===== src/design/mks_pkg.sv =====
package mks_pkg;

    localparam int unsigned KEY_COUNT = 16;

    localparam logic [19:0] REFRACTORY_RESET = 20'd30000;
    localparam logic [7:0]  CODE_NONE        = 8'h00;
    localparam logic [7:0]  CODE_RELEASE     = 8'h72;  // 'r'

    typedef enum logic {
        ACT_SCAN = 1'b0,
        ACT_READ = 1'b1
    } mks_action_t;

    typedef struct packed {
        logic        action;
        logic [31:0] now_us;
        logic [15:0] column_lines;
    } mks_in_t;

    typedef struct packed {
        logic [7:0] key_code;
        logic       key_valid;
        logic [4:0] queue_level;
    } mks_out_t;

    // Row-major key map: '1' '2' '3' 'a' / '4' '5' '6' 'b' / '7' '8' '9' 'c' / 's' '0' 'p' 'd'
    function automatic logic [7:0] key_ascii(input logic [3:0] idx);
        logic [7:0] code;
        unique case (idx)
            4'd0:    code = 8'h31;
            4'd1:    code = 8'h32;
            4'd2:    code = 8'h33;
            4'd3:    code = 8'h61;
            4'd4:    code = 8'h34;
            4'd5:    code = 8'h35;
            4'd6:    code = 8'h36;
            4'd7:    code = 8'h62;
            4'd8:    code = 8'h37;
            4'd9:    code = 8'h38;
            4'd10:   code = 8'h39;
            4'd11:   code = 8'h63;
            4'd12:   code = 8'h73;
            4'd13:   code = 8'h30;
            4'd14:   code = 8'h70;
            4'd15:   code = 8'h64;
            default: code = CODE_NONE;
        endcase
        return code;
    endfunction

endpackage


===== src/design/mks_ram.sv =====
module mks_ram #(
    parameter int unsigned WIDTH = 8,
    parameter int unsigned DEPTH = 16
) (
    input  logic                     aclk,
    input  logic                     wr_en,
    input  logic [$clog2(DEPTH)-1:0] wr_addr,
    input  logic [WIDTH-1:0]         wr_data,
    input  logic [$clog2(DEPTH)-1:0] rd_addr,
    output logic [WIDTH-1:0]         rd_data
);

    logic [WIDTH-1:0] mem [DEPTH];
    logic [WIDTH-1:0] rd_data_reg;

    always_ff @(posedge aclk) begin
        if (wr_en) begin
            mem[wr_addr] <= wr_data;
        end
        rd_data_reg <= mem[rd_addr];
    end

    assign rd_data = rd_data_reg;

endmodule


===== src/design/matrix_keypad_scanner.sv =====
// Channel   Direction  Payload           Handshake
// s_        in         mks_in_t          s_valid / s_ready
// m_        out        mks_out_t         m_valid / m_ready
// cfg_      in         refractory_us     cfg_wr_en (no wait)
//
// One transaction per cycle sustained while the output is not stalled; each
// result passes through the registered read of the event RAM and the output
// register behind it.
// Reset (aresetn low, synchronous) empties the queue, clears last code and
// deadline, and loads the refractory time with 30000 us.
// A stalled output holds the read stage, which in turn holds s_ready low.
module matrix_keypad_scanner #(
    parameter int unsigned QUEUE_DEPTH = 16
) (
    input  logic              aclk,
    input  logic              aresetn,

    input  logic              cfg_wr_en,
    input  logic [19:0]       cfg_wr_data,

    input  logic              s_valid,
    output logic              s_ready,
    input  mks_pkg::mks_in_t  s_data,

    output logic              m_valid,
    input  logic              m_ready,
    output mks_pkg::mks_out_t m_data
);

    import mks_pkg::*;

    localparam int unsigned PTR_W  = $clog2(QUEUE_DEPTH);
    localparam int unsigned FILL_W = $clog2(QUEUE_DEPTH + 1);

    // Read stage: one transaction waiting for RAM data
    typedef struct packed {
        logic             valid;
        logic             hit;
        logic [4:0]       level;
        logic [PTR_W-1:0] addr;
    } rd_stage_t;

    logic [19:0]       refractory_reg;
    logic [7:0]        last_code_reg, last_code_next;
    logic [31:0]       deadline_reg, deadline_next;
    logic [PTR_W-1:0]  rd_ptr_reg, rd_ptr_next;
    logic [PTR_W-1:0]  wr_ptr_reg, wr_ptr_next;
    logic [FILL_W-1:0] fill_reg, fill_next;
    rd_stage_t         stage_reg, stage_next;
    logic              out_valid_reg;
    mks_out_t          out_reg;

    logic              s_fire;
    logic              advance;
    logic              is_read;
    logic              pop;
    logic              push;
    logic              later;
    logic [31:0]       time_diff;
    logic [3:0]        key_idx;
    logic              key_found;
    logic [7:0]        key_code;
    logic [7:0]        push_code;
    logic [PTR_W-1:0]  ram_rd_addr;
    logic [7:0]        ram_rd_data;

    // Output register frees when empty or taken; read stage moves into it
    assign advance = !out_valid_reg || m_ready;
    assign s_ready = !stage_reg.valid || advance;
    assign s_fire  = s_valid && s_ready;
    assign is_read = (s_data.action == ACT_READ);

    // Wrapping signed compare: now strictly later than deadline
    assign time_diff = s_data.now_us - deadline_reg;
    assign later     = (time_diff != 32'd0) && !time_diff[31];

    // First pressed key in row-major order; lowest index wins
    always_comb begin
        key_idx   = 4'd0;
        key_found = 1'b0;
        for (int i = KEY_COUNT - 1; i >= 0; i--) begin
            if (!s_data.column_lines[i]) begin
                key_idx   = 4'(i);
                key_found = 1'b1;
            end
        end
    end

    assign key_code  = key_found ? key_ascii(key_idx) : CODE_NONE;
    assign push_code = key_found ? key_code : CODE_RELEASE;

    assign pop  = s_fire && is_read && (fill_reg != '0);
    assign push = s_fire && !is_read && later && (key_code != last_code_reg)
                  && (fill_reg < FILL_W'(QUEUE_DEPTH));

    always_comb begin
        last_code_next = last_code_reg;
        deadline_next  = deadline_reg;
        if (s_fire && !is_read && later) begin
            deadline_next = s_data.now_us;
            if (key_code != last_code_reg) begin
                last_code_next = key_code;
                deadline_next  = s_data.now_us + {12'd0, refractory_reg};
            end
        end
    end

    always_comb begin
        rd_ptr_next = rd_ptr_reg;
        wr_ptr_next = wr_ptr_reg;
        fill_next   = fill_reg;
        if (pop) begin
            rd_ptr_next = (rd_ptr_reg == PTR_W'(QUEUE_DEPTH - 1)) ? '0
                          : rd_ptr_reg + PTR_W'(1);
            fill_next   = fill_reg - FILL_W'(1);
        end
        if (push) begin
            wr_ptr_next = (wr_ptr_reg == PTR_W'(QUEUE_DEPTH - 1)) ? '0
                          : wr_ptr_reg + PTR_W'(1);
            fill_next   = fill_reg + FILL_W'(1);
        end
    end

    // Hold the read address while the stage stalls so the RAM output stays put
    assign ram_rd_addr = s_fire ? rd_ptr_reg : stage_reg.addr;

    always_comb begin
        stage_next = stage_reg;
        if (s_fire) begin
            stage_next.valid = 1'b1;
            stage_next.hit   = pop;
            stage_next.level = 5'(fill_next);
            stage_next.addr  = rd_ptr_reg;
        end else if (advance) begin
            stage_next.valid = 1'b0;
        end
    end

    mks_ram #(
        .WIDTH (8),
        .DEPTH (QUEUE_DEPTH)
    ) u_event_ram (
        .aclk    (aclk),
        .wr_en   (push),
        .wr_addr (wr_ptr_reg),
        .wr_data (push_code),
        .rd_addr (ram_rd_addr),
        .rd_data (ram_rd_data)
    );

    always_ff @(posedge aclk) begin
        if (!aresetn) begin
            refractory_reg <= REFRACTORY_RESET;
            last_code_reg  <= CODE_NONE;
            deadline_reg   <= 32'd0;
            rd_ptr_reg     <= '0;
            wr_ptr_reg     <= '0;
            fill_reg       <= '0;
            stage_reg      <= '0;
            out_valid_reg  <= 1'b0;
        end else begin
            if (cfg_wr_en) begin
                refractory_reg <= cfg_wr_data;
            end
            last_code_reg <= last_code_next;
            deadline_reg  <= deadline_next;
            rd_ptr_reg    <= rd_ptr_next;
            wr_ptr_reg    <= wr_ptr_next;
            fill_reg      <= fill_next;
            stage_reg     <= stage_next;
            if (advance) begin
                out_valid_reg <= stage_reg.valid;
            end
        end
    end

    // Payload of the output register; no reset needed
    always_ff @(posedge aclk) begin
        if (advance && stage_reg.valid) begin
            out_reg.key_code    <= stage_reg.hit ? ram_rd_data : CODE_NONE;
            out_reg.key_valid   <= stage_reg.hit;
            out_reg.queue_level <= stage_reg.level;
        end
    end

    assign m_valid = out_valid_reg;
    assign m_data  = out_reg;

endmodule


===== config.mk =====
export PLATFORM = sky130hd
export DESIGN_NAME = matrix_keypad_scanner
export DESIGN_NICKNAME = d
export VERILOG_FILES = /design/src/design/mks_pkg.sv /design/src/design/mks_ram.sv /design/src/design/matrix_keypad_scanner.sv
export SDC_FILE = /design/constraint.sdc
export NUM_CORES = 1
export LEC_CHECK = 0
export BUFFER_PORTS_ARGS = -buffer_cell sky130_fd_sc_hd__buf_2
export CAP_MARGIN = 20
export CORE_MARGIN = 10
export CORE_UTILIZATION = 40
export CTS_BUF_LIST = sky130_fd_sc_hd__clkbuf_4 sky130_fd_sc_hd__clkbuf_8
export DETAILED_ROUTE_END_ITERATION = 16
export PLACE_DENSITY = 0.63
export SETUP_SLACK_MARGIN = 0.5
export SYNTH_ARGS = -nofsm -noshare
export SYNTH_HDL_FRONTEND = slang
export SYNTH_SLANG_ARGS = --single-unit

===== constraint.sdc =====
create_clock -name aclk -period 4.77 [get_ports aclk]
set_clock_uncertainty 0.1 [all_clocks]
set_input_delay 0.954 -clock aclk [delete_from_list [all_inputs] [get_ports aclk]]
set_output_delay 0.954 -clock aclk [all_outputs]
set_load 0.02 [all_outputs]

==> results.toml, run 1 <==
[run_status]
status = "completed"

[yosys]
synth_compound_area_share_pct = 17.96
synth-edff-count = 109
synthFlopType = "edfxtp_1"
synth.top_cell.area_share_pct = 28.20
syn_inst = 1156
ys_async_sr_fraction_pct = 0
synth_top_family_by_area = "compound AO/OA/AOI/OAI gates"
synth.largest_area_cell = "edfxtp_1"
ys_seq_area_share_pct = 43.72
synthMuxAreaShare_pct = 8.827
synth-xor-area-share_pct = 3.169
syn_avg_cell_area_um2 = 10.04
yosys.area_share.simple_pct = 15.48
netlist_area_um2 = 11610
ys_top_cells_by_count = "edfxtp_1, a21oi_1, dfxtp_1"
yosysWarnings = 0
synth.net_count = 1295
yosysMostFrequentCell = "edfxtp_1"
ys_ff_latch = 199
ys_top_cells_by_area = "edfxtp_1, dfxtp_1, ha_1"
synth_cell_type_count = 78
synth_fa_ha_area_share_pct = 7.135

[die]
die_h_um = 190.4
die-area_um2 = 36240
core-area_um2 = 28700
io_pins = 90
num_rows = 62
die_width_um = 190.4
initial_core_util_pct = 40.44

[timing]
final_max_slew_viol_count = 0
fmax_ghz = 0.2411
fin_crit_sh_pct = 86.95
min_period_ps = 4148
finalSetupViolCount = 0
timing_hold_violations_final = 0
rsz0062_at_grt = "no"
maxSlewHeadroom_pct = 30.22
tightest_slew_ps = 1026

[min_path]
min_path_cells = 0
hold_path_startpoint = "stage_reg[5]"
hold_class = "reg -> reg"
min_to = "m_data[1]"

[global_routing]
globalRouteOverflowTotal = 0
gr-usage-met2_pct = 30.05
grt_pass1_vias = 9214
grt.busiest_layer = "met2"
grt_pass1_wl_mm = 48.22
grt_util_met3_pct = 3.182
globalRouteTotalUtil_pct = 16.52
antenna_found_initial = 3
met1_usage_pct = 18.95
grt_max_degree = 39

[routing]
route.antenna.remaining_nets = 0
routed-via-count = 9414
post_drt_wl_per_cell_um = 18.36
routed_wirelength_mm = 30.82
dr.pass1.iters = 6
drc = 0
vias_per_cell = 5.607
drtIter0Drc = 521

[worst_setup_path]
r2r-start = "refractory_reg[0]"
cpMaxStageDelayCell = "fa_2"
crit_arrival_ps = 4280
endpoint_kind = "flip-flop"
cpPeakStageDelay_ps = 510
reg2reg_slack_ps = 890
worstSetupStartpointType = "input port"
path_class = "in -> reg"
crit_required_ps = 4900
r2r-end = "deadline_reg[24]"
worstPathCellList = "buf_2, inv_1, ha_2, fa_2, nand2_1, a221o_1, or4_4, nor4_4, nand4_1, nor4_2, nand4_1, nor4_4, buf_12, nor3b_1, buf_4, and2_2"
rr_worst_depth = 14
cp_max_fo = 7

[placed_design]
gp_congestion = 0.9219
dp_hpwl_mm = 23.39
placedCellCount = 1640
port_buffers = 88

[cts]
cts_tree = "yes"
clk_pin_slew_ps = 100
cts_buffers = 17
cts_sinks = 199
ctsRootBufferMaster = "clkbuf_8"
clock_latency_ps = 490
clockBufferDepth = 2
cts_hold_buffers = 0
h-tree-depth = 4

[power_and_ir_drop]
clockPowerShare_pct = 26.0
ir_worst_vdd_mv = 0.1729
switchingPower_uw = 1394
p_comb_share_pct = 28.0
power_density_nw_per_um2 = 314.4
p_leak_uw = 0.005219
p_total_uw = 4258
seqPwrFrac_pct = 46.0
switching_share_pct = 32.74
p_int_uw = 2864

[cells_and_area]
area_growth_pct = 16.66
drive_gt1_share_pct = 20.25
nets = 1420
layout.cells.non_filler = 1679
largest_reg_flops = 96

[flow_run]
cap_violations = 0
cell type report:
cell class | count | area, µm²
clock inverter | 14 | 155.1
clock buffer | 18 | 247.7
sequential | 199 | 5075
antenna | 1 | 2.502
tap | 384 | 480.5
timing repair buffer | 156 | 1057
fill | 2733 | 15160
inverter | 56 | 210.2
multi-input combinational | 851 | 6315
power groups by stage:
stage	clock [µW]	sequential [µW]	combinational [µW]
floorplan	0	1990	780
global placement	0	1990	1130
detailed placement	0	2000	1140
CTS	1130	1960	1150
global route	1200	1970	1320
finish	1110	1960	1190
per-layer routing:
metal / share of wire (%) / wire [µm]
met2: 53 / 16310
met5: 0.094 / 29
met3: 4.1 / 1258
met1: 41 / 12490
met4: 2.4 / 736
worst max path at each step:
stage / slack, ps / start / to
3_3_place_gp: 2 / s_data[16] / u_event_ram.mem[5][1]
5_1_grt: 490 / s_data[16] / stage_reg[8]
6_report: 620 / s_data[16] / u_event_ram.mem[7][0]
2_1_floorplan: 520 / s_data[11] / deadline_reg[14]
4_1_cts: 500 / s_data[16] / u_event_ram.mem[12][6]
3_5_place_dp: -10 / s_data[16] / u_event_ram.mem[12][1]
worst max-delay path: cells and delay by family:
family / cells / cell delay [ps]
simple gates: 9 / 1870
buf+inv: 4 / 450
compound gates: 1 / 270
fa+ha+maj: 2 / 700
per-stage QoR:
stage / util (%) / setup slack [ps] / hold WS, ps / setup TNS [ps] / cell area (µm²)
after global placement: 44.90 / 2.403 / 325.5 / 0 / 12890
after detailed placement: 44.90 / -9.896 / 326.8 / -116.7 / 12890
final: 47.18 / 622.3 / 343.8 / 0 / 13540
after global routing: 47.18 / 494.0 / 362.0 / 0 / 13540
after CTS: 46.31 / 503.5 / 350.5 / 0 / 13290
after floorplan: - / 523.3 / 307.9 / 0 / 11650
placed cells by master (no fill, tap or decap), drive strengths merged, types with 29 or more instances in the layout:
cell and count:
buf 153, edfxtp 109, a21oi 101, dfxtp 90
nand2 87, nor2 86, ha 63, inv 62
o21ai 61, mux2i 45, a211oi 38, xnor2 29
logic make-up (layout without fill, tap and decap cells):
group | Yosys count | count (layout)
AOI/OAI and AO/OA | 320 | 320
DFF | 199 | 199
and+or+nand+nor | 351 | 351
adders and majority gates | 65 | 65
other | 1 | 2
muxes | 72 | 72
buffers and inverters | 106 | 244
xor gates and xnor gates | 42 | 42
repair_timing:
| action | 4_1_cts | 5_1_grt |
|---|---|---|
| setup endpoints to repair | 0 | 144 |
| setup buffers | 0 | 2 |
| gates resized for setup | 0 | 37 |
Note: power is estimated with default switching activity, not from simulation.
==> run 2, diff against run 1 <==
--- a/config.mk
+++ b/config.mk
@@ -15,4 +15,5 @@
 export SETUP_SLACK_MARGIN = 0.5
 export SYNTH_ARGS = -nofsm -noshare
 export SYNTH_HDL_FRONTEND = slang
+export SYNTH_HIERARCHICAL = 1
 export SYNTH_SLANG_ARGS = --single-unit
==> results.toml, run 2 <==
[die]
io_pins = 90
die_h_um = 204.6
num_rows = 67
die-area_um2 = 41850
initial_core_util_pct = 40.63
core-area_um2 = 33530
die_width_um = 204.6

[yosys]
yosysMostFrequentCell = "edfxtp_1"
synthFlopType = "edfxtp_1"
ys_async_sr_fraction_pct = 0
ys_ff_latch = 234
ys_seq_area_share_pct = 44.81
synth.largest_area_cell = "edfxtp_1"
synth-edff-count = 142
yosysWarnings = 6
syn_inst = 1260
ys_top_cells_by_area = "edfxtp_1, dfxtp_1, ha_1"
synth_cell_type_count = 105
syn_avg_cell_area_um2 = 10.81
ys_top_cells_by_count = "edfxtp_1, nand2_1, dfxtp_1, nor2_1, a21oi_1"
synth.top_cell.area_share_pct = 31.29
netlist_area_um2 = 13630

[cells_and_area]
largest_reg_flops = 128
fin_area_um2 = 16210
layout_commonest_cell = "edfxtp_1"
nets = 1575
mostFrequentLayoutCells = "edfxtp_1, nand2_1, dfxtp_1"
finish.utilization_pct = 48.34
layout.cells.non_filler = 1919
drive_gt1_share_pct = 26.14
area_growth_pct = 18.95

[timing]
fmax_ghz = 0.2458
maxSlewHeadroom_pct = 30.97
fin_crit_sh_pct = 85.30
rsz0062_at_grt = "no"
final_max_slew_viol_count = 0
timing.final.ws_setup_ps = 701.3
tightest_slew_ps = 1034
timing_hold_violations_final = 0
min_period_ps = 4069
finalSetupViolCount = 0

[global_routing]
grt_max_degree = 46
antenna_found_initial = 3
grt_pass1_wl_mm = 56.49
globalRouteOverflowTotal = 0
grt_pass1_vias = 10430
globalRouteTotalUtil_pct = 16.71

[worst_setup_path]
r2r-start = "deadline_reg[17]"
rr_worst_depth = 14
path_class = "in -> reg"
reg2reg_slack_ps = 880
r2r-end = "u_event_ram/mem[0][0]"
cpPeakStageDelay_ps = 520
crit_end = "u_event_ram/mem[0][0]"
worstSetupStartpointType = "input port"
worstPathCellList = "buf_2, ha_1, nand2_1, o21ai_2, or4b_4, a32o_1, a311oi_2, xnor2_1, and2_1, nand3_4, nor2_4, or3b_4, nor3_4, buf_12"
crit_required_ps = 4920
crit_arrival_ps = 4220
cp_max_fo = 8
cpMaxStageDelayCell = "or4b_4"
critPathLaunch = "s_data[33]"
endpoint_kind = "flip-flop"

[routing]
drc = 0
dr.pass1.iters = 5
vias_per_cell = 5.544
route.antenna.remaining_nets = 0
routed-via-count = 10639
drtIter0Drc = 770
routed_wirelength_mm = 35.94
post_drt_wl_per_cell_um = 18.73

[cts]
cts_sinks = 234
clk_pin_slew_ps = 60
cts_tree = "yes"
ctsRootBufferMaster = "clkbuf_8"
h-tree-depth = 2
cts_buffers = 40
clockBufferDepth = 3
cts_hold_buffers = 0
clock_latency_ps = 550

[placed_design]
port_buffers = 89
dp_hpwl_mm = 26.77
post-place-ws_ps = -79.07
placedCellCount = 1835
place_area_um2 = 15150
gp_congestion = 0.8944

[power_and_ir_drop]
power_density_nw_per_um2 = 340.9
ir_worst_vdd_mv = 0.2039
p_leak_uw = 0.005875

[run_status]
status = "completed"

[min_path]
hold_class = "reg -> reg"

[flow_run]
cap_violations = 0
[run 2: changes by cell type after synthesis, moves of 10 or more]
| cell | before | now |
|---|---|---|
| a211oi_1 | 37 | 13 |
| a211oi_2 | 1 | 13 |
| a22oi_1 | 1 | 16 |
| and3_1 | 25 | 8 |
| clkbuf_1 | 33 | 19 |
| edfxtp_1 | 109 | 142 |
| mux2i_1 | 45 | 35 |
| mux4_1 | 0 | 14 |
| nand2_1 | 87 | 97 |
| nand3_1 | 18 | 33 |
| nor2b_1 | 24 | 10 |
| nor3_1 | 12 | 32 |
| o21ai_0 | 53 | 42 |
[run 2: final cells by class]
cell class | instances | area [µm²]
Sequential cell | 234 | 6106
Inverter | 59 | 221.5
Clock inverter | 14 | 138.9
Multi-Input combinational cell | 936 | 7323
Tap cell | 448 | 560.5
Fill cell | 3077 | 17320
Timing Repair Buffer | 168 | 1155
Clock buffer | 58 | 698.2
Antenna cell | 2 | 5.005
[run 2: how the worst min path moves through the flow]
stage	slack [ps]	start	end	cells past startpoint
final	340	stage_reg[8]	m_data[4]	0
after global routing	360	stage_reg[8]	m_data[4]	0
after CTS	350	stage_reg[8]	m_data[4]	0
after detailed placement	330	stage_reg[8]	m_data[4]	0
after global placement	320	stage_reg[8]	m_data[4]	0
after floorplan	300	stage_reg[8]	m_data[4]	0
[run 2: worst max-delay path, delay by kind of cell]
kind,cells,cell delay (ps)
AND/OR/NAND/NOR,7,1840
AO/OA/AOI/OAI,3,570
adder cells (fa/ha/maj),1,380
buffers and inverters,2,280
XOR/XNOR,1,200
[run 2: metal layers]
metal  up-vias  global-route usage (%)  share of wire [%]
met1      5137                   23.70                 47
met3        48                   3.048                5.8
met5         -                       0              0.056
met4         2                   4.708                2.0
met2       293                   25.51                 45
li1       5159                       -                  -
[run 2: power breakdown]
group	internal (µW)	switching (µW)
Combinational	562	774
Sequential	2240	61.4
Clock	1060	824
[run 2: metrics by stage]
| step | setup TNS (ps) | total power, µW | hold slack [ps] |
|---|---|---|---|
| finish | 0 | 5526 | 343.0 |
| global route | 0 | 5814 | 364.1 |
| CTS | 0 | 5560 | 345.6 |
| detailed placement | -3259 | 3654 | 328.4 |
| global placement | 0 | 3639 | 324.8 |
| floorplan | 0 | 3267 | 303.0 |
[run 2: kinds of logic after synthesis]
family                     share of synthesized area [%]
and+or+nand+nor                                    15.41
AOI/OAI and AO/OA                                  18.47
DFF                                                44.81
buffers and inverters                              4.619
muxes                                              8.329
adders and majority gates                          5.804
xor gates and xnor gates                           2.507
other                                            0.05512
[run 2: timing repair]
action / in CTS / in global routing
pin swaps: 0 / 9
gates resized for setup: 1 / 21
endpoints found under the setup margin: 8 / 130
buffers inserted: 0 / 9
